<file path="config.mk">
export PLATFORM = sky130hd
export DESIGN_NAME = cpc_ram
export DESIGN_NICKNAME = d
export VERILOG_FILES = /design/src/hw/rtl/cpc_ram.sv
export SDC_FILE = /design/constraint.sdc
export NUM_CORES = 2
export LEC_CHECK = 0
export BUFFER_PORTS_ARGS = -buffer_cell sky130_fd_sc_hd__buf_4
export CAP_MARGIN = 30
export CELL_PAD_IN_SITES_DETAIL_PLACEMENT = 2
export CELL_PAD_IN_SITES_GLOBAL_PLACEMENT = 2
export CORE_MARGIN = 4
export CORE_UTILIZATION = 45
export DETAILED_ROUTE_END_ITERATION = 6
export PLACE_DENSITY_LB_ADDON = 0.1
export SLEW_MARGIN = 20
export SYNTH_ARGS = -nofsm -noshare
export SYNTH_HDL_FRONTEND = slang
export SYNTH_MEMORY_MAX_BITS = 65536
export SYNTH_SLANG_ARGS = --single-unit
</file>
<file path="constraint.sdc">
create_clock -name clk -period 4.2 [get_ports clk]
set_clock_uncertainty 0.2 [all_clocks]
set_input_delay 0.84 -clock clk [delete_from_list [all_inputs] [get_ports clk]]
set_output_delay 0.84 -clock clk [all_outputs]
set_load 0.03 [all_outputs]
</file>
<file path="src/hw/rtl/cpc_ram.sv">
// Generic single-write, single-read RAM with a registered read port.
// Depends on nothing else.
module cpc_ram #(
  parameter int WIDTH = 9,
  parameter int DEPTH = 512
) (
  input  logic                     clk,
  input  logic                     wr_en,
  input  logic [$clog2(DEPTH)-1:0] wr_addr,
  input  logic [WIDTH-1:0]         wr_data,
  input  logic                     rd_en,
  input  logic [$clog2(DEPTH)-1:0] rd_addr,
  output logic [WIDTH-1:0]         rd_data
);

  logic [WIDTH-1:0] mem [DEPTH];

  always_ff @(posedge clk) begin
    if (wr_en) begin
      mem[wr_addr] <= wr_data;
    end
    if (rd_en) begin
      rd_data <= mem[rd_addr];
    end
  end

endmodule

</file>
# --- Word-level counts from Yosys, hierarchy flattened ---
# Memories as Yosys holds them, arrays and structs flattened. A register that Yosys moved wholly into a read port is not among the register bits.
# Index checks and enable logic that the tools add are counted.
# W data, S select, Z words.
classes:
  n_mux: 2
ops:
  columns: ["cell", "count"]
  rows:
  - ["$mux W1", 2]
totals:
  input_bits: 30
  mem_bits_rw: 4608
  output_inout_bits: 9
  elab_cells: 3
  memories: 1
  regBits: 0
memory_table:
  columns: ["name", "words", "word_bits", "rd", "rd_ports_with_merged_regs", "write_ports", "line_no", "text"]
  rows:
  - ["mem", 512, 9, 1, 1, 1, "16", "logic [WIDTH-1:0] mem [DEPTH];"]

# --- Longest topological paths before layout ---
logic_depth:
  ltp_word: 2
  ltp_mapped: 13
  mapped_depth_nobuf: 7

# --- Worst setup path before layout ---
# Ideal clock, no wire load.
synth_timing:
  path_type: "input to register"
  startpoint: "input port rd_addr[0]"
  endpoint: "register rd_data[0] (read register of mem) (data pin)"
  setup_ns: 0.257
  path_buffers: 4
  path_slack_ns: 0.984
  t_arrival_ns: 2.759
  stages: 9
  path_cell_list: "buf_6 buf_12 buf_12 buf_4 mux4_2 mux4_2 o21ai_1 o21ai_1 and4bb_1"
synth_lines:
  columns: ["element", "line_no", "text"]
  rows:
  - ["start, declared", "12", "input logic [$clog2(DEPTH)-1:0] rd_addr,"]
  - ["end, declared", "13", "output logic [WIDTH-1:0] rd_data"]

==> results_dict.tcl <==
set metrics [dict create \
    max_freq_mhz 243 \
    grt_pass1_vias 107000 \
    synth-xor-area-share_pct 0 \
    final_area_um2 211000 \
    postCtsSetupBuffers 0 \
    setup_viol 0 \
    p_leak_nw 68.9 \
    synth_edf_count 4617 \
    routedWlPerCell_um 39.0 \
    path_max_fanout 36 \
    ys_top_cells_by_count "4617 x edfxtp_1, 879 x mux2i_1, 747 x mux4_2, 601 x nor2_1, 425 x o221ai_1" \
    ys.flop_type "edfxtp_1" \
    firstDrtPassIters 6 \
    antenna_found_initial 42 \
    synthMuxAreaShare_pct 14.4 \
    clk_pin_slew_ns 0.06 \
    core.rowCount 231 \
    slew_viol_final 0 \
    postSynthAreaPerCell_um2 20.2 \
    syn_inst 8888 \
    synth_top_cell_by_area "edfxtp_1" \
    cp_slowest_cell "a21oi_1" \
    placed_area_um2 194000 \
    synth_seq_area_share_pct 77.2 \
    gp_congestion 0.854 \
    setup.worst_path.end_class "register" \
    htreeDepth 6 \
    hpwlAfterDp_um 388000 \
    grt_overflow 0 \
    clock_latency_ns 1.05 \
    pre_cts_ws_ns -0.684 \
    grt_usage_pct 29.6 \
    dieHeight_um 640 \
    synth_most_common_cell "edfxtp_1" \
    reg2reg_depth 10 \
    crit_type "primary input to register" \
    synth_nets 8918 \
    maxSlewHeadroom_pct 25.0 \
    cp_cell_sequence "buf_8 > buf_4 > nand2b_4 > buf_12 > buf_12 > buf_4 > o221ai_1 > a21oi_1 > nor4_1 > nand4_1 > buf_4 > nand4_1 > buf_12 > and4bb_1" \
    peakVddDrop_mv 0.454 \
    hold_start "wr_data[5]" \
    r2r-end "rd_data[0]" \
    fp.coreArea_um2 397000 \
    wirelength_um 612000 \
    boundaryPins 39 \
    cts_tree "yes" \
    synthSimpleGateAreaFrac_pct 2.33 \
    ys_top_cells_by_area "edfxtp_1 77%, mux4_2 9.4%, mux2i_1 4.9%, o221ai_1 2.1%, nor2_1 1.3%" \
    finalHoldViolations 0 \
    port_buffers 38 \
    grt_start_max_net_pins 145 \
    hold_depth 1 \
    hold_path_class "primary input to register" \
    rsz0062_at_grt "false" \
    tightest_slew_ns 1.12 \
    initial_core_util_pct 45.3 \
    r2r_setup_slack_ns 0.62 \
    die_x_um 640 \
    nNetsFinal 10100 \
    detail_route.iter0.violations 12100 \
    fin_crit_ns 4.11 \
    multiInputGateArea_um2 37900 \
    drc 0 \
    cts_inserted_buffers 522 \
    ys_types 50 \
    cts.sink_count 4617 \
    die-area_um2 410000 \
    cts-root-buf "clkbuf_16" \
    final_antenna_net_count 0 \
    r2r-start "mem[490][0]" \
    status "completed" \
    clk_path_buf_depth 4 \
    synth-compound-area-share_pct 4.30 \
    synth_top_family_by_area "multiplexers" \
    grt_pass1_wl_um 864000 \
    regArea_um2 139000 \
    crit_required_ns 4.77 \
    min_to "mem[289][5]" \
    syn2layout_area_growth_pct 17.1 \
    setup_ws_ns 0.0929 \
    cap_viol_max_count 0 \
    start_kind "primary input" \
    vias 99200 \
    ys_warn_count 0 \
    viasPerCell 6.32 \
    synthAdderAreaFrac_pct 0 \
    final.fill_count 33700 \
    power_density_nw_per_um2 479 \
    netlist_area_um2 180000 \
    synth_top_cell_area_share_pct 77.2 \
    ys_ff_latch 4617 \
    period_share_pct 97.8 \
    slowest_delay_ns 0.57 \
    worst_ep_arrival_time_ns 4.68 \
    synthArstFlopShare_pct 0 \
    drive_gt1_share_pct 25.8 \
    fin_tns_setup_ns 0 \
]
-- area by class of cell --
class	instances	area share (%)
Sequential cell	4617	65.9
Timing Repair Buffer	1197	5.28
Clock inverter	263	1.07
Clock buffer	654	6.64
Inverter	4	0.0113
Antenna cell	9	0.0107
Tap cell	5242	3.12
Multi-Input combinational cell	3705	18.0
-- cells by family (layout without fill, tap and decap cells) --
logic type | Yosys count | count (layout)
multiplexers | 1643 | 1643
AO/OA/AOI/OAI | 1102 | 1102
buffers and inverters | 566 | 2118
AND/OR/NAND/NOR | 960 | 960
other | 0 | 9
flip-flops | 4617 | 4617
-- power by group --
part / switching, mW / total [mW] / leakage [nW] / internal [mW]
sequential: 0.0564 / 50.8 / 41.5 / 50.8
combinational: 3.68 / 5.55 / 19.5 / 1.87
clock: 18.8 / 44.4 / 7.94 / 25.6
-- how the worst max path moves through the flow --
| stage | start | end | cells after the start |
|---|---|---|---|
| final | rd_addr[1] | rd_data[3] | 14 |
| after global routing | rd_addr[1] | rd_data[3] | 14 |
| after CTS | rd_addr[1] | rd_data[3] | 14 |
| after detailed placement | rd_addr[0] | rd_data[3] | 12 |
| after global placement | rd_addr[0] | rd_data[3] | 10 |
| after floorplan | rd_addr[0] | rd_data[0] | 9 |
-- per-layer routing --
metal	up-vias	wire length, um	global-route usage, %
met3	1042	36700	3.75
li1	39500	-	-
met2	4296	308000	50.2
met4	8	24900	10.8
met1	54300	243000	39.5
met5	-	50	0
-- flip-flops by register name (all words and copies together), names as in the netlist --
signal,flops
mem,4608
rd_data,9
-- timing repair --
action,CTS,global route
endpoints found under the hold margin,38,0
hold buffers,2,0
resized for setup,0,0
-- through the flow --
stage | instances | util, % | hold slack, ns | power [mW]
after floorplan | 8888 | - | 0.739 | 54.2
final | 15700 | 53.0 | 0.0666 | 101
after CTS | 15600 | 53.0 | 0.00687 | 101
after global placement | 14700 | 48.8 | 1.01 | 57.1
after global routing | 15700 | 53.0 | 0.0414 | 104
after detailed placement | 14700 | 48.9 | 1.02 | 57.3
-- worst max-delay path: cells and delay by family --
family	cells	cell delay, ns
buffers and inverters	7	1.55
AND/OR/NAND/NOR	5	1.32
AO/OA/AOI/OAI	2	0.81
-- cells in the final DEF (no fill, tap or decap), drive strengths merged, types with 3 or more instances in the layout --
cell type and n:
buf 1195, o22ai 192, mux4 747, clkbuf 654
and2 17, o21ai 145, a22oi 51, and4 8
nor3b 5, nand2b 4, nor2b 7, clkinv 207
a21oi 217, nor3 47, nand4 66, mux2i 879
bufinv 33, o221ai 431, a31oi 13, edfxtp 4617
a221o 8, o31ai 19, nand3 25, and3 9
and4bb 8, diode 9, nor4 28, mux2 17
inv 19, clkinvlp 8, or3 3, o22a 8
nand2 125, a211oi 15, nor2 601
Note: power is estimated with default switching activity, not from simulation.
