===== config.mk =====
export PLATFORM = sky130hd
export DESIGN_NAME = cpc_cfg_flat
export DESIGN_NICKNAME = d
export VERILOG_FILES = /design/src/hw/rtl/cpc_pkg.sv /design/src/hw/rtl/cpc_if.sv /design/src/hw/rtl/cpc_cfg.sv /design/src/flat_wrapper.sv
export SDC_FILE = /design/constraint.sdc
export NUM_CORES = 1
export LEC_CHECK = 0
export ABC_AREA = 0
export BUFFER_PORTS_ARGS = -buffer_cell sky130_fd_sc_hd__buf_2
export CAP_MARGIN = 25
export CELL_PAD_IN_SITES_DETAIL_PLACEMENT = 1
export CELL_PAD_IN_SITES_GLOBAL_PLACEMENT = 2
export CORE_UTILIZATION = 30
export CTS_CLUSTER_SIZE = 20
export DETAILED_ROUTE_END_ITERATION = 10
export MAX_ROUTING_LAYER = met4
export PLACE_DENSITY = 0.87
export SLEW_MARGIN = 20
export SYNTH_ARGS = -nofsm -noshare
export SYNTH_HDL_FRONTEND = slang
export SYNTH_SLANG_ARGS = --single-unit
export TNS_END_PERCENT = 100

===== constraint.sdc =====
create_clock -name clk -period 2.2 [get_ports clk]
set_input_delay 0 -clock clk [delete_from_list [all_inputs] [get_ports clk]]
set_output_delay 0 -clock clk [all_outputs]
set_load 0.01 [all_outputs]

===== src/hw/rtl/cpc_pkg.sv =====
// Package for the contrast pixel counter: shared widths, register indexes,
// configuration, position and line buffer entry structs. Depends on nothing else.
package cpc_pkg;

  localparam int PIXEL_W    = 8;
  localparam int COUNT_W    = 20;
  localparam int THRESH_W   = 8;
  localparam int ROWS_CFG_W = 11;
  localparam int COLS_CFG_W = 10;
  localparam int CFG_IDX_W  = 2;
  localparam int CFG_DATA_W = 11;

  localparam logic [COUNT_W-1:0] COUNT_MAX = {COUNT_W{1'b1}};

  localparam logic [THRESH_W-1:0]   THRESH_RESET = 8'd128;
  localparam logic [ROWS_CFG_W-1:0] ROWS_RESET   = 11'd200;
  localparam logic [COLS_CFG_W-1:0] COLS_RESET   = 10'd320;

  typedef enum logic [CFG_IDX_W-1:0] {
    REG_THRESHOLD = 2'd0,
    REG_ROW_COUNT = 2'd1,
    REG_COL_COUNT = 2'd2
  } cfg_reg_t;

  // Register values as written, before any clamping.
  typedef struct packed {
    logic [THRESH_W-1:0]   threshold;
    logic [ROWS_CFG_W-1:0] rows;
    logic [COLS_CFG_W-1:0] cols;
  } cfg_t;

  // Where the current pixel sits in the frame.
  typedef struct packed {
    logic first_col;
    logic first_row;
    logic last_col;
    logic last_row;
  } pos_flags_t;

  // One line buffer entry: the pixel and its contrast mark.
  typedef struct packed {
    logic [PIXEL_W-1:0] pix;
    logic               flag;
  } entry_t;

  localparam int ENTRY_W = $bits(entry_t);

endpackage


===== src/hw/rtl/cpc_if.sv =====


interface cpc_cfg_if;
  logic                           valid;
  logic                           ready;
  logic [cpc_pkg::CFG_IDX_W-1:0]  index;
  logic [cpc_pkg::CFG_DATA_W-1:0] data;
  modport source (output valid, output index, output data, input ready);
  modport sink (input valid, input index, input data, output ready);
endinterface


===== src/hw/rtl/cpc_cfg.sv =====
// Configuration registers of the contrast pixel counter.
// Depends on cpc_pkg and the cpc_cfg_if interface.
module cpc_cfg (
  input  logic          clk,
  input  logic          rst,
  cpc_cfg_if.sink       cfg,
  output cpc_pkg::cfg_t regs
);

  assign cfg.ready = 1'b1;

  always_ff @(posedge clk) begin
    if (rst) begin
      regs.threshold <= cpc_pkg::THRESH_RESET;
      regs.rows      <= cpc_pkg::ROWS_RESET;
      regs.cols      <= cpc_pkg::COLS_RESET;
    end else if (cfg.valid) begin
      case (cfg.index)
        cpc_pkg::REG_THRESHOLD: regs.threshold <= cfg.data[cpc_pkg::THRESH_W-1:0];
        cpc_pkg::REG_ROW_COUNT: regs.rows      <= cfg.data[cpc_pkg::ROWS_CFG_W-1:0];
        cpc_pkg::REG_COL_COUNT: regs.cols      <= cfg.data[cpc_pkg::COLS_CFG_W-1:0];
        default: ;
      endcase
    end
  end

endmodule


===== src/flat_wrapper.sv =====
// flat-port wrapper written by rule: the top's interface ports become plain ports
module cpc_cfg_flat 
  (clk, rst, regs, cfg_valid, cfg_index, cfg_data, cfg_ready);
  cpc_cfg_if cfg_i ();
  input  logic clk;
  input  logic rst;
  output cpc_pkg::cfg_t regs;
  input wire logic [$bits(cfg_i.valid)-1:0] cfg_valid;
  input wire logic [$bits(cfg_i.index)-1:0] cfg_index;
  input wire logic [$bits(cfg_i.data)-1:0] cfg_data;
  output wire logic [$bits(cfg_i.ready)-1:0] cfg_ready;
  assign cfg_i.valid = cfg_valid;
  assign cfg_i.index = cfg_index;
  assign cfg_i.data = cfg_data;
  assign cfg_ready = cfg_i.ready;
  cpc_cfg u_core (.clk(clk), .rst(rst), .cfg(cfg_i), .regs(regs));
endmodule

# Word level (Yosys, flattened, before mapping)
# Index checks and enable logic that the tools add are counted.
[totals]
ff_bits = 29
latchBits = 0
ramBits = 0
rom_bits = 0
mem_count = 0
[op_classes]
addsub = 0
multipliers = 0
div_mod_pow = 0
order_cmp = 0
eq_ne = 2
n_shift = 0
mux = 0
bitwise = 0
reduce_logical = 4
[ops]
columns = ["cell", "count"]
rows = [
  ["$reduce_and 2->1", 3],
  ["$eq 2x1->1 const B", 1],
  ["$eq 2x2->1 const B", 1],
  ["$logic_not 2->1", 1],
]

# Depth between registers and ports, before layout
[depth]
word_depth = 2
ltp_mapped = 3
ltp_nobuf = 2

# Least setup slack after synthesis
# Ideal clock, no wire load.
[synth_timing]
path_type = "input port to flip-flop"
startpoint = "in cfg_index[1]"
endpoint = "reg u_core.regs[28] (netlist name)"
setup_time_ps = 121
arrival_time_ps = 620
required_ps = 2079
setup_slack_ps = 1459
cell_stages = 3
path_buffers = 1
path_cell_list = "or3b_1 buf_6 mux2i_1"
[synth_via]
elab_chain_len = 2
[synth_lines]
columns = ["element", "line_no", "rtl"]
rows = [
  ["start, declared", "flat_wrapper.sv:9", "input wire logic [$bits(cfg_i.index)-1:0] cfg_index;"],
  ["$logic_not 2->1", "cpc_cfg.sv:18", "case (cfg.index)"],
  ["$reduce_and 2->1 (no line)", "--", ""],
]
# No other way between the ends.
# A chain may end at the register's enable or synchronous reset.

# Worst setup path in the final report
[layout_timing]
startpoint = "reg u_core.regs[27] (netlist name)"
endpoint = "out regs[27] in the netlist's numbering"
[layout_rtl]
columns = ["element", "line_no", "rtl"]
rows = [
  ["end, declared", "flat_wrapper.sv:7", "output cpc_pkg::cfg_t regs;"],
]
# No word-level cell between the ends.

==> summary.md <==
| Metric | Value |
|---|---|
| Largest cells by area after synthesis | `dfxtp_1, mux2i_1, nand2b_1, nor2_1, and3b_2` |
| Post-CTS Resized | `0` |
| Reg with most FFs | `u_core.regs` |
| Tcrit/Tclk final | `approximately a third` |
| Post-synth top area share | `47.6%` |
| Clock share of power | `42.0%` |
| Synth warnings | `0` |
| Max-cap check violation count | `0` |
| Setup Crit Path Kind | `reg -> out` |
| XOR/XNOR share of the synthesized area | `0%` |
| Worst endpoint required time | `2.20 ns` |
| Compound-gate portion of the synthesized area | `0%` |
| Critical path data arrival time | `0.77 ns` |
| Buffers & Inverters on Critical Path | `1` |
| Commonest non-fill, non-tap cells in the layout | `buf_2, nand2b_1, mux2i_1, dfxtp_1, nor2_1` |
| Flops & latches, synth | `29` |
| Main combinational cell family by area after synthesis | `simple AND/OR/NAND/NOR gates` |
| WL/cell | `13.3 µm` |
| ANT cells | `0` |
| Max reg flops | `29` |
| Post-synth cell types | `13` |
| Most common cell after layout, fill and taps aside | `buf_2` |
| Clock sink count | `29` |
| Synthesized area | `1220 µm²` |
| Initial antenna violation count | `0` |
| Post-Syn Nets | `133` |
| Crit-path cells | `buf_2` |
| Leakage power | `0.759 nW` |
| Die Y | `between 60 and 70 µm` |
| Layout Cells excl Fill | `between 200 and 250` |
| Outcome | `complete, no violations` |
| Synthesized instance count | `around 120` |
| DRT iter0 DRCs | `17` |
| Crit-path leading delay family | `flip-flops` |
| Slew Viols, Final | `0` |
| Min Tclk post-route | `0.771 ns` |
| Pint | `0.884 mW` |
| Worst Path Max Fanout | `2` |
| Startpoint Class | `register` |
| Sequential power share | `48.0%` |
| Synth Area in Simple Gates | `between 20% and 30%` |
| Max-slew headroom | `61.6%` |
| Area Overhead vs Synth | `30.5%` |
| Cells after DPL | `200` |
| Core area | `3770 µm²` |
| Logic gate share of total power | `10.0%` |
| Area occupied by multi-input gates | `588 µm²` |
| Largest net degree at the start of global routing | `45` |
| Largest regs | `u_core.regs: 29 flops` |
| First-pass GRT wire length | `4860 µm` |
| Reg clk slew, reported paths | `0.07 ns` |
| Post-route setup TNS | `0 ns` |
| Residual DRC | `0` |
| Switching part of the total | `23.4%` |
| Class of the worst hold path | `in -> reg` |
| Vias post-DR | `944` |
| Final hold vios | `0` |
| Root Driver | `clkbuf_8` |
| 1st-pass router iterations | `4` |
| F_max | `between 1000 and 1500 MHz` |
| Syn_area_per_cell | `~10 µm²` |
| GRT Residual Overflow | `0` |
| DRT Wirelength | `2820 µm` |
| Row count | `22` |
| Initial Utilization | `32.3%` |
| ANT nets after route | `0` |
| Clock buffer depth | `2` |
| Crit-path slowest cell | `dfxtp_1` |
| Total CTS buffers | `5` |
| Worst setup EP type | `output port` |
| Final instance area | `1590 µm²` |
| Post-CTS Hold Fix Bufs | `4` |
| RSZ-0062 raised after global routing | `false` |
| CTS tree | `yes` |
| H-Tree Depth | `2` |
| Switching power | `0.270 mW` |
| Clock skew | `0 ns` |
| Seq/Total Area, Yosys | `between 40% and 50%` |
| Share of layout cells above drive strength 1 | `32.9%` |
| Port Buffers | `44` |
| Max VDD drop | `0.000349 V` |
| Gr usage total | `between 10% and 20%` |
| Chip Width | `65.7 µm` |
| Die area | `4320 µm²` |
| Max stage delay on crit path | `~0.35 ns` |
| Dpl hpwl | `1960 µm` |
| Placed cell area | `roughly 1400 µm²` |
| Synth Area in Adders | `0%` |
| GP Congestion | `0.713` |
| Post-CTS setup buffer count | `0` |
| Setup-failing EPs final | `0` |
| Number of global-route vias before repair | `993` |
| Multiplexer share of the synthesized area | `23.8%` |
| Register area | `roughly 580 µm²` |
| Clk_lat worst skew | `0.28 ns` |
| Vias per cell | `4.45` |
| IO Pins | `46` |
| Fillers | `~440` |
| Yosys top cell by area | `dfxtp_1` |
| Nets | `179` |
| Worst-Margin Slew | `0.576 ns` |
| Pwr/cell area | `726 nW/µm²` |
[cells in the mapped netlist]
library cell / number
buf_4: 2
nand2b_1: 34
and3b_2: 2
nor2_1: 10
buf_6: 1
dfxtp_1: 29
nand3b_1: 1
or3b_1: 1
nor3b_1: 1
conb_1: 1
clkbuf_1: 5
buf_2: 1
mux2i_1: 29
[layer usage]
metal / track usage (%) / part of all wire [%] / vias up
met5: - / 0 / -
met2: 25.1 / 48 / 25
met4: 6.52 / 1.6 / 0
li1: - / - / 470
met3: 5.73 / 5.4 / 5
met1: 17.8 / 45 / 444
[logic make-up after synthesis]
family	count (synthesis)
muxes	29
buffers and inverters	9
DFF	29
other	1
and+or+nand+nor	49
[area by class of cell]
| type | instances | area share (%) |
|---|---|---|
| multi-input combinational | 79 | 37.0 |
| sequential | 29 | 36.5 |
| timing repair buffer | 48 | 16.4 |
| clock buffer | 7 | 6.06 |
| tap | 48 | 3.78 |
| clock inverter | 1 | 0.315 |
[metrics by stage]
stage / worst slack (ns) / hold slack [ns] / total power, mW / utilization [%]
6_report: 1.43 / 0.00880 / 1.15 / 42.2
5_1_grt: 1.39 / 0.0332 / 1.21 / 42.2
4_1_cts: 1.42 / 0.00467 / 1.17 / 42.2
3_5_place_dp: 1.17 / 0.271 / 0.677 / 38.4
3_3_place_gp: 1.20 / 0.261 / 0.672 / 38.4
2_1_floorplan: 1.46 / 0.155 / 0.634 / -
[power by group through the flow]
stage / Sequential (mW) / Combinational, mW / Clock [mW]
finish: 0.553 / 0.116 / 0.485
global route: 0.556 / 0.128 / 0.526
detailed placement: 0.565 / 0.111 / 0
global placement: 0.564 / 0.108 / 0
floorplan: 0.573 / 0.0604 / 0
CTS: 0.554 / 0.118 / 0.503
[final timing paths]
kind                           startpoint                           end  slack [ns]  depth (start not counted)
min                           cfg_data[9]   u_core.regs[9]$_SDFFE_PP0P_       0.009                          3
max          u_core.regs[27]$_SDFFE_PP0P_                      regs[27]        1.43                          1
max reg2reg   u_core.regs[4]$_SDFFE_PP0P_   u_core.regs[4]$_SDFFE_PP0P_        1.57                          2
min reg2reg  u_core.regs[21]$_SDFFE_PP0P_  u_core.regs[21]$_SDFFE_PP0P_        0.48                          2
Note: power is estimated with default switching activity, not from simulation.
