File: src/hw/rtl/cpc_pkg.sv
// Package for the contrast pixel counter: shared widths, register indexes,
// configuration, position and line buffer entry structs. Depends on nothing else.
package cpc_pkg;

  localparam int PIXEL_W    = 8;
  localparam int COUNT_W    = 20;
  localparam int THRESH_W   = 8;
  localparam int ROWS_CFG_W = 11;
  localparam int COLS_CFG_W = 10;
  localparam int CFG_IDX_W  = 2;
  localparam int CFG_DATA_W = 11;

  localparam logic [COUNT_W-1:0] COUNT_MAX = {COUNT_W{1'b1}};

  localparam logic [THRESH_W-1:0]   THRESH_RESET = 8'd128;
  localparam logic [ROWS_CFG_W-1:0] ROWS_RESET   = 11'd200;
  localparam logic [COLS_CFG_W-1:0] COLS_RESET   = 10'd320;

  typedef enum logic [CFG_IDX_W-1:0] {
    REG_THRESHOLD = 2'd0,
    REG_ROW_COUNT = 2'd1,
    REG_COL_COUNT = 2'd2
  } cfg_reg_t;

  // Register values as written, before any clamping.
  typedef struct packed {
    logic [THRESH_W-1:0]   threshold;
    logic [ROWS_CFG_W-1:0] rows;
    logic [COLS_CFG_W-1:0] cols;
  } cfg_t;

  // Where the current pixel sits in the frame.
  typedef struct packed {
    logic first_col;
    logic first_row;
    logic last_col;
    logic last_row;
  } pos_flags_t;

  // One line buffer entry: the pixel and its contrast mark.
  typedef struct packed {
    logic [PIXEL_W-1:0] pix;
    logic               flag;
  } entry_t;

  localparam int ENTRY_W = $bits(entry_t);

endpackage

File: src/hw/rtl/cpc_pos.sv
// Raster position tracker: column and row of the next pixel, and its place
// relative to the frame edges. Depends on cpc_pkg.
module cpc_pos #(
  parameter int MAX_COLUMNS = 512,
  parameter int MAX_ROWS    = 1024
) (
  input  logic                           clk,
  input  logic                           rst,
  input  logic                           advance,
  input  cpc_pkg::cfg_t                  regs,
  output logic [$clog2(MAX_COLUMNS)-1:0] col,
  output cpc_pkg::pos_flags_t            flags
);

  localparam int COL_W = $clog2(MAX_COLUMNS);
  localparam int ROW_W = $clog2(MAX_ROWS);

  logic [ROW_W-1:0] row;
  logic [31:0]      cols_raw;
  logic [31:0]      rows_raw;
  logic [COL_W:0]   cols_eff;
  logic [ROW_W:0]   rows_eff;

  // A size of zero means one; a size beyond the maximum saturates.
  always_comb begin
    cols_raw = 32'(regs.cols);
    rows_raw = 32'(regs.rows);
    if (cols_raw == 32'd0) begin
      cols_eff = (COL_W+1)'(1);
    end else if (cols_raw > 32'(MAX_COLUMNS)) begin
      cols_eff = (COL_W+1)'(MAX_COLUMNS);
    end else begin
      cols_eff = cols_raw[COL_W:0];
    end
    if (rows_raw == 32'd0) begin
      rows_eff = (ROW_W+1)'(1);
    end else if (rows_raw > 32'(MAX_ROWS)) begin
      rows_eff = (ROW_W+1)'(MAX_ROWS);
    end else begin
      rows_eff = rows_raw[ROW_W:0];
    end
    flags.first_col = (col == '0);
    flags.first_row = (row == '0);
    flags.last_col  = ({1'b0, col} + (COL_W+1)'(1)) >= cols_eff;
    flags.last_row  = ({1'b0, row} + (ROW_W+1)'(1)) >= rows_eff;
  end

  always_ff @(posedge clk) begin
    if (rst) begin
      col <= '0;
      row <= '0;
    end else if (advance) begin
      if (flags.last_col) begin
        col <= '0;
        row <= flags.last_row ? '0 : row + ROW_W'(1);
      end else begin
        col <= col + COL_W'(1);
      end
    end
  end

endmodule

File: config.mk
export PLATFORM = sky130hd
export DESIGN_NAME = cpc_pos
export DESIGN_NICKNAME = d
export VERILOG_FILES = /design/src/hw/rtl/cpc_pkg.sv /design/src/hw/rtl/cpc_pos.sv
export SDC_FILE = /design/constraint.sdc
export NUM_CORES = 1
export LEC_CHECK = 0
export ABC_CLOCK_PERIOD_IN_PS = 3900
export BUFFER_PORTS_ARGS = -buffer_cell sky130_fd_sc_hd__clkbuf_2
export CORE_AREA = 2 2 60 62
export CTS_CLUSTER_DIAMETER = 120
export DETAILED_ROUTE_END_ITERATION = 16
export DIE_AREA = 0 0 62 64
export PLACE_DENSITY = 0.78
export SLEW_MARGIN = 20
export SYNTH_ARGS = -nofsm -noshare
export SYNTH_HDL_FRONTEND = slang
export SYNTH_SLANG_ARGS = --single-unit
File: constraint.sdc
create_clock -name clk -period 3.9 [get_ports clk]
set_input_delay 0.78 -clock clk [delete_from_list [all_inputs] [get_ports clk]]
set_output_delay 0.78 -clock clk [all_outputs]
set_load 0.005 [all_outputs]
After elaboration in Yosys (flattened, before gate mapping)
Cells that the tools add are included.
Storage, ports and cells
  register bits: 19
  bits of input ports: 32
  output and inout port bits: 13
  word-level logic and storage cells: 21
Cells by class
  $add $sub $neg: 4
  $lt $le $gt $ge: 4
  multiplexer cells: 6
  reduce and logical (&&, ||, !) cells: 5
Operators by type and width (number)
  10-bit 2-to-1 mux: 3
  11-bit 2-to-1 mux: 2
  10-bit logical NOT: 2
  10-bit by 1-bit adder with 11-bit output, second input constant: 1
  11-bit >= comparator: 1
  11-bit greater-than comparator, second input constant: 1
  11-bit logical NOT: 1
  10-bit by 1-bit adder with 10-bit output, second input constant: 1
  9-bit by 1-bit adder with 10-bit output, second input constant: 1
  10-bit >= comparator: 1
  10-bit greater-than comparator, second input constant: 1
  9-bit by 1-bit adder with 9-bit output, second input constant: 1
  9-bit logical NOT: 1
  9-bit 2-to-1 mux: 1
  2-bit AND reduction: 1

Logic depth before layout (Yosys ltp)
Gate-level depths: netlist of run 1.
  depth after elaboration: 5
  depth in mapped cells: 13
  mapped depth without buffers: 12

Worst setup path before layout of run 1
Ideal clock, no wire load.
  kind: input port to output port
  start: in regs[16] in the netlist's numbering
  end: out flags[0] in the netlist's numbering
  arrival: 2.351 ns
  required time: 3.120 ns
  slack: 0.769 ns
  stages: 9
  path buffers: 0
  cell sequence: nor4_1 a31oi_1 nor2_1 ha_1 nand2b_1 a2111oi_2 nor4_2 nor2_4 inv_1
RTL lines
  from (decl): line cpc_pos.sv:10  | input cpc_pkg::cfg_t regs,
  to (decl): line cpc_pos.sv:12  | output cpc_pkg::pos_flags_t flags

==> run summary, run 1 <==
Status = complete, no violations
CP endpoint kind = output pin
Min-delay src = row[1]
Leak = 0.000896 uW
Rel. slew slack = 0.690
Syn Nets = 272
Crit path max fanout = 7
Largest net degree at the start of global routing = 23
Antenna violations before repair = 0
Least-Margin Pin Slew = 461 ps
Yosys top cell area share = 0.225
Filler cell count = 314
Routed WL per cell = 12.7 um
Final Max Tran Viols = 0
CTS Buf Count = 3
Layout Utilization = 0.595
Clk Latency, worst-skew pair = 300 ps
GRT overflow = 0
Cells along the critical path = and3_1 -> and3_1 -> nand3_1 -> xnor2_1 -> ha_1 -> nand4_1 -> nor4_2 -> nor2_4 -> inv_1 -> clkbuf_2
Area growth from synthesis to layout = 15.4%
CTS tree = done
Post-DRT Antenna Nets = 0
Primary FF master, synth = dfxtp_1
Port Buf Inserts = 36
FP Rows = 21
Max-cap viol count = 0
DP HPWL = 2980 um
CTS H-tree lvls = 1
Max rail drop VDD = 0.0000857 V
R2R Path Start = col[1]
WP data required = 3120 ps
Top cells by area, synth = dfxtp_1 22%, ha_1 18%, nand2_1 6.9%
Vias in the first global route = 1470
Antenna diodes = 0
Final hold viol count = 0
GR Util All Layers = 0.201
Clock Sink Count = 19
Share of cells above drive strength 1 = 0.214
Post-synth ARST share = 0
Post-CTS setup buffer count = 0
Hold slack = 503 ps
Seq cells post-synth = 19
First-pass GRT wire length = 6250 um
P per Cell Area = 193 mW/mm^2
YS warnings = 0
Synth unique cells = 42
Post-CTS sizing = 0
Final worst path period share = 0.943
Hold Crit Class = flop to flop
Drt total wl = 3780 um
Clock slew at the register clock pins of the worst setup and hold paths = 110 ps
Via count = 1658
Worst Setup Path Type = flop to output pin
Nets = 310
Startpoint types = flop
Slowest CP cell = nor4_2
Die area = 0.00397 sq mm
Worst Skew = 10.9 ps
Initial DRC count = 68
Count leader, synth = nand2_1
Worst Path Arrival = 2900 ps
Die width = 62 um
Core Footprint = 0.00328 sq mm
CTS Root Cell = clkbuf_4
Worst Setup SP = row[2]
Drt pass-1 iters = 4
Fmax achieved = 0.272 GHz
Die height = 64 um
CP most frequent cell = and3_1
Max incr delay on CP = 510 ps
Synth Instances = 215
DRC = 0
Final critical-path required period = 3680 ps
I/O pin cnt = 45
Vias per cell = 5.56
Post-CTS Hold Fix Bufs = 0
Largest area contributor in the netlist = dfxtp_1
Number of enable flip-flop cells after synthesis = 0
Netlist Area Pre-Place = 0.00169 sq mm
Per-instance average area after synthesis = 7.88 sq um
Initial core utilization = 0.516
GP Congestion = 0.890
Sequential element share of the synthesized area = 0.225
Final setup vio count = 0
Commonest cells post-synth = 31 x nand2_1, 25 x ha_1, 19 x dfxtp_1, 19 x nor2_1
Max clock buf depth = 2
==> registers in the layout, indices dropped and copies added (netlist names) <==
| register | flops |
|---|---|
| row | 10 |
| col | 9 |
==> per-stage QoR <==
step                      power [uW]  area [sq um]  setup TNS [ps]  std cells  setup slack (ps)
after floorplan                  250          1690               0        215               769
after global placement           279          1920               0        294               426
after detailed placement         280          1920               0        294               401
after CTS                        379          1940               0        298              28.2
after global routing             397          1950           -20.8        298             -20.8
final                            377          1950               0        298               221
==> area by class of cell <==
type / instances / area [sq um] / share of cell area
multi-input combinational: 181 / 1260 / 0.644
sequential: 19 / 382 / 0.195
inverter: 11 / 41.3 / 0.0211
clock inverter: 1 / 5.00 / 0.00256
tap: 46 / 57.6 / 0.0294
timing repair buffer: 37 / 188 / 0.0960
clock buffer: 3 / 22.5 / 0.0115
==> layer usage <==
metal,part of all wire,routed length (um),track usage,vias up
met5,0,0,0,-
met4,0.0090,34,0.0798,0
met3,0.040,153,0.0121,2
met2,0.47,1780,0.320,42
met1,0.48,1810,0.275,759
li1,-,-,-,855
==> worst paths after layout <==
kind / to / slack (ps) / depth (start not counted)
min reg2reg: row[1] / 500 / 2
max reg2reg: row[6] / 960 / 12
max: flags[0] / 220 / 10
min: row[1] / 500 / 2
==> cells in the final DEF, fill, tap and decap left out, types with 2 or more instances in the layout <==
| cell type | Yosys | layout |
|---|---|---|
| nor2_2 | 1 | 3 |
| nand4_1 | 2 | 2 |
| a22oi_1 | 5 | 5 |
| clkbuf_4 | 0 | 3 |
| clkbuf_2 | 0 | 36 |
| nand4b_1 | 2 | 2 |
| nor2_1 | 19 | 17 |
| nor3_1 | 3 | 3 |
| inv_1 | 8 | 8 |
| and3_1 | 6 | 6 |
| nand2b_1 | 2 | 2 |
| ha_1 | 25 | 25 |
| a32o_1 | 2 | 2 |
| a21oi_1 | 17 | 17 |
| o21ai_0 | 6 | 6 |
| clkinv_1 | 3 | 3 |
| xor2_1 | 8 | 8 |
| nor2b_1 | 2 | 2 |
| nand2_1 | 31 | 31 |
| nor4_1 | 7 | 7 |
| nand3b_1 | 2 | 2 |
| nand3_1 | 17 | 17 |
| dfxtp_1 | 19 | 18 |
| xnor2_1 | 7 | 7 |
==> worst max-delay path, delay by kind of cell, from the launching register on <==
family,cells,cell delay (ps)
xor gates and xnor gates,1,170
buffers and inverters,2,280
DFF,1,440
adders and majority gates,1,310
and+or+nand+nor,6,1420
==> cells by family (layout without fill, tap and decap cells) <==
group                      count (synthesis)  after routing  share of synthesized area
and+or+nand+nor                           99             99                      0.296
AOI/OAI and AO/OA                         42             42                      0.179
adders and majority gates                 25             25                      0.185
DFF                                       19             19                      0.225
xor gates and xnor gates                  15             15                     0.0776
buffers and inverters                     15             52                     0.0384
==> report_power, final <==
| part | switching (uW) | internal (uW) |
|---|---|---|
| sequential | 3.21 | 196 |
| clock | 63.1 | 38.1 |
| combinational | 44.2 | 32.3 |
| total | 111 | 267 |
Power figures use the tool's default switching activity.
==> inputs of run 2 (changes only) <==
- ABC_CLOCK_PERIOD_IN_PS: 3900 -> 3000
- CORE_AREA: 2 2 60 62 -> 2 2 63 65
- DIE_AREA: 0 0 62 64 -> 0 0 65 67
- PLACE_DENSITY: 0.78 -> 0.74
- clock period: 3.9 -> 3 ns (I/O delays scaled with it)
==> run summary, run 2 (synthesized netlist as in run 1, its figures left out) <==
Rel. slew slack = 0.707
Die width = 65 um
CTS tree = done
Regs by FF count = row (10), col (9)
Vias in the first global route = 1766
Footprint of the multi-input gates = 0.00146 sq mm
Final critical-path required period = 3050 ps
Max-cap viol count = 0
Initial DRC count = 47
R2R Path Start = col[1]
Clk Latency, worst-skew pair = 260 ps
Status = finished, violations left
Least-Margin Pin Slew = 440 ps
Nets = 346
Port Buf Inserts = 36
DP Area = 0.00211 sq mm
Antenna violations before repair = 0
Final instance area = 0.00246 sq mm
Final setup vio count = 2
Layout Utilization = 0.684
FP Rows = 22
Startpoint types = flop
CTS Buf Count = 3
Final hold viol count = 0
Final WS setup = -48.2 ps
Core Footprint = 0.00361 sq mm
M1 GR Usage = 0.245
Pre-CTS setup slack = -162 ps
Min-delay src = row[9]
Initial core utilization = 0.470
Post-CTS Hold Fix Bufs = 0
Via count = 1859
Worst Hold Path EP = row[9]
GP Congestion = 0.880
Die height = 67 um
FF-to-FF path depth = 13
Worst Setup Path Type = flop to output pin
TNS Setup = -65.8 ps
Post-DRT Antenna Nets = 0
Clock slew at the register clock pins of the worst setup and hold paths = 70 ps
DP HPWL = 3270 um
Max reg flops = 10
Worst Path Arrival = 2450 ps
Hold Crit Class = flop to flop
WP data required = 2400 ps
Routed WL per cell = 14.0 um
Worst Setup SP = row[1]
Leak = 0.00112 uW
FF-to-FF setup slack = 260 ps
Vias per cell = 5.53
RR Endpoint = col[7]
Global route hottest layer = met2
Drt total wl = 4690 um
Max clock buf depth = 2
GR Util All Layers = 0.229
Hold slack = 546 ps
First-pass GRT wire length = 7710 um
RSZ-0062 raised after global routing = true
Met3 track demand over resource = 0.0236
Clock Sink Count = 19
Failing checks = setup timing
Sequential cell area = 404 sq um
Hold path depth = 2
CTS H-tree lvls = 1
Filler cell count = 303
Worst Skew = 2.11 ps
Crit path max fanout = 3
CTS Root Cell = clkbuf_8
Commonest non-fill, non-tap cell in the layout = buf_4
Die area = 0.00436 sq mm
DRC = 0
Met2 Usage GRT = 0.452
Final Max Tran Viols = 0
Final worst path period share = 1.02
Drt pass-1 iters = 4
Fmax achieved = 0.328 GHz
Most frequent cells in the layout = 37 x buf_4, 36 x clkbuf_2, 31 x nand2_1
Area growth from synthesis to layout = 45.5%
Max rail drop VDD = 0.000167 V
GRT overflow = 0
Share of cells above drive strength 1 = 0.424
Largest net degree at the start of global routing = 23
P per Cell Area = 227 mW/mm^2
Antenna diodes = 0
I/O pin cnt = 45
Most flops, register = row
CP endpoint kind = output pin
[run 2: report_power, final]
part	switching, uW	internal [uW]	total, uW
Combinational	66.8	53.7	120
Clock	89.4	92.5	182
Sequential	4.64	253	258
[run 2: how the worst max path moves through the flow]
stage / endpoint / slack [ps] / cells past startpoint
after floorplan: flags[1] / 100 / 12
after global placement: flags[0] / -50 / 11
after detailed placement: flags[0] / -160 / 11
after CTS: flags[1] / -9 / 11
after global routing: flags[0] / -140 / 11
final: flags[0] / -50 / 11
[run 2: worst max-delay path, cell delays in order, from the launching register on]
cell and delay (ps):
dfxtp_4 370, and3_4 180, and3_4 200, buf_4 130, xor2_1 180, ha_1 260, nand4_1 170, a21oi_1 70
a2111o_1 340, nor2_4 150, inv_2 40, clkbuf_2 100
[run 2: routing by layer]
layer	wire length, um	vias up
li1	-	925
met1	1920	881
met2	2520	43
met3	153	10
met4	102	0
met5	0	-
[run 2: area by class of cell]
cell class	count	area share
Multi-Input combinational cell	181	0.590
Timing Repair Buffer	73	0.186
Sequential cell	19	0.164
Tap cell	48	0.0244
Clock buffer	3	0.0168
Inverter	11	0.0168
Clock inverter	1	0.00203
[run 2: repair_timing]
item,in CTS,in global routing
endpoints found under the setup margin,2,2
pin swaps,20,13
gates cloned,0,0
gates resized for setup,43,9
buffers inserted,8,3
[run 2: metrics by stage]
step,power [uW],std cells
after floorplan,325,215
after global placement,370,321
after detailed placement,373,321
after CTS,561,333
after global routing,587,336
final,560,336
==> inputs of run 3 (changes only) <==
--- a/config.mk
+++ b/config.mk
@@ -14,2 +14,3 @@
 export PLACE_DENSITY = 0.74
+export RECOVER_POWER = 100
 export SLEW_MARGIN = 20
--- a/constraint.sdc
+++ b/constraint.sdc
@@ -3,2 +3,2 @@
 set_output_delay 0.6 -clock clk [all_outputs]
-set_load 0.005 [all_outputs]
+set_load 0.01 [all_outputs]
==> run summary, run 3 (synthesized netlist as in run 1, its figures left out) <==
Sequential Power Share = 0.454
Leak = 0.00113 uW
CTS Buf Count = 3
Most flops, register = row
Crit path max fanout = 3
Area growth from synthesis to layout = 47.1%
Antenna violations before repair = 0
First-pass GRT wire length = 7300 um
Clock share of power = 0.321
Drt total wl = 4490 um
Layout Utilization = 0.691
Die area = 0.00436 sq mm
Cells along the critical path = and3_4 -> and3_4 -> nand3_4 -> xnor2_2 -> ha_1 -> nand4_1 -> buf_4 -> nor4_4 -> nor2_4 -> inv_2 -> buf_6
Vias in the first global route = 1722
Die height = 67 um
Max incr delay on CP = 370 ps
Port Buf Inserts = 36
P per Cell Area = 227 mW/mm^2
GP Congestion = 0.866
Initial core utilization = 0.470
Worst Path Arrival = 2460 ps
GRT overflow = 0
Status = finished, violations left
Vias per cell = 5.32
Failing checks = setup timing
CP endpoint kind = output pin
Combinational power share = 0.225
Drt pass-1 iters = 4
Switch Pwr = 163 uW
GR Util All Layers = 0.216
FP Rows = 22
Max clock buf depth = 2
Regs by FF count = row (10), col (9)
Core Footprint = 0.00361 sq mm
Rel. slew slack = 0.691
Pint = 402 uW
Clk Latency, worst-skew pair = 260 ps
Max-cap viol count = 0
Dpl cells = 322
Initial DRC count = 34
Final critical-path required period = 3060 ps
Via count = 1802
Hold Crit Class = flop to flop
CP delay by family, top = simple AND/OR/NAND/NOR gates
Max rail drop VDD = 0.000226 V
CTS tree = done
Worst Setup Path Type = flop to output pin
I/O pin cnt = 45
Crit path buf inv count = 3
Largest net degree at the start of global routing = 23
Final Max Tran Viols = 0
FF-to-FF setup slack = 270 ps
Nets = 349
Final cell count without fillers = 339
Post-DRT Antenna Nets = 0
Final hold viol count = 0
Worst Skew = 2.21 ps
Die width = 65 um
Routed WL per cell = 13.2 um
Startpoint types = flop
Final worst path period share = 1.02
CTS Root Cell = clkbuf_8
Commonest non-fill, non-tap cell in the layout = buf_4
Least-Margin Pin Slew = 463 ps
Slowest CP cell = dfxtp_4
RSZ-0062 raised after global routing = true
Clock slew at the register clock pins of the worst setup and hold paths = 70 ps
DRC = 0
CP most frequent cell = and3_4
Antenna diodes = 0
Sw Ratio = 0.289
Fmax achieved = 0.327 GHz
Clock Sink Count = 19
CTS H-tree lvls = 1
Most frequent cells in the layout = 40 x buf_4, 35 x clkbuf_2, 31 x nand2_1
DP HPWL = 3210 um
Max reg flops = 10
Final WS setup = -55.5 ps
Share of cells above drive strength 1 = 0.423
WP data required = 2400 ps
Final setup vio count = 2
==> run 3: changes by cell type in the layout (fill, tap and decap cells not counted), sizes merged <==
cell,delta
buf,+4
clkbuf,-1
==> run 3: cell type report <==
class                   count  area, sq um
flip-flops and latches     19          407
clock buffers               3         41.3
inverters                  11         41.3
fillers                   297         1110
well taps                  48         60.1
repair buffers             76          487
clock inverters             1         5.00
multi-input cells         181         1450
==> run 3: worst min-delay path, delay by kind of cell, from the launching register on <==
kind | cells | cell delay, ps
compound gates | 1 | 50
simple gates | 1 | 70
flops | 1 | 360
==> run 3: layer usage <==
layer,routed length [um],GRT usage
met1,1870,0.231
met2,2430,0.432
met3,123,0.0203
met4,56,0.0824
met5,0,0
==> run 3: path summary, 6_finish.rpt <==
path | from | to | cells after the start
setup reg to reg | col[1] | row[6] | 12
hold / removal | row[9] | row[9] | 2
setup / recovery | row[0] | flags[0] | 11
hold reg to reg | row[9] | row[9] | 2
==> run 3: timing repair <==
action | in CTS | in global routing
hold buffers | 0 | 0
endpoints found under the setup margin | 2 | 2
gates resized for setup | 38 | 16
pin swaps | 15 | 16
setup buffers | 7 | 6
==> run 3: power groups by stage <==
| stage | combinational [uW] | clock, uW | sequential [uW] |
|---|---|---|---|
| finish | 127 | 181 | 257 |
| global route | 140 | 194 | 257 |
| CTS | 123 | 186 | 258 |
| detailed placement | 113 | 0 | 263 |
| global placement | 111 | 0 | 263 |
| floorplan | 62.7 | 0 | 265 |
==> run 3: stage by stage <==
step                      TNS [ps]  total power (uW)  worst slack, ps  area, sq um  hold slack (ps)
final                        -67.3               565            -55.5         2490              527
after global routing          -320               591             -161         2490              573
after CTS                    -27.9               566            -17.1         2380              527
after detailed placement      -163               376             -163         2110              485
after global placement       -64.1               373            -64.1         2110              475
after floorplan                  0               327             19.0         1690              457
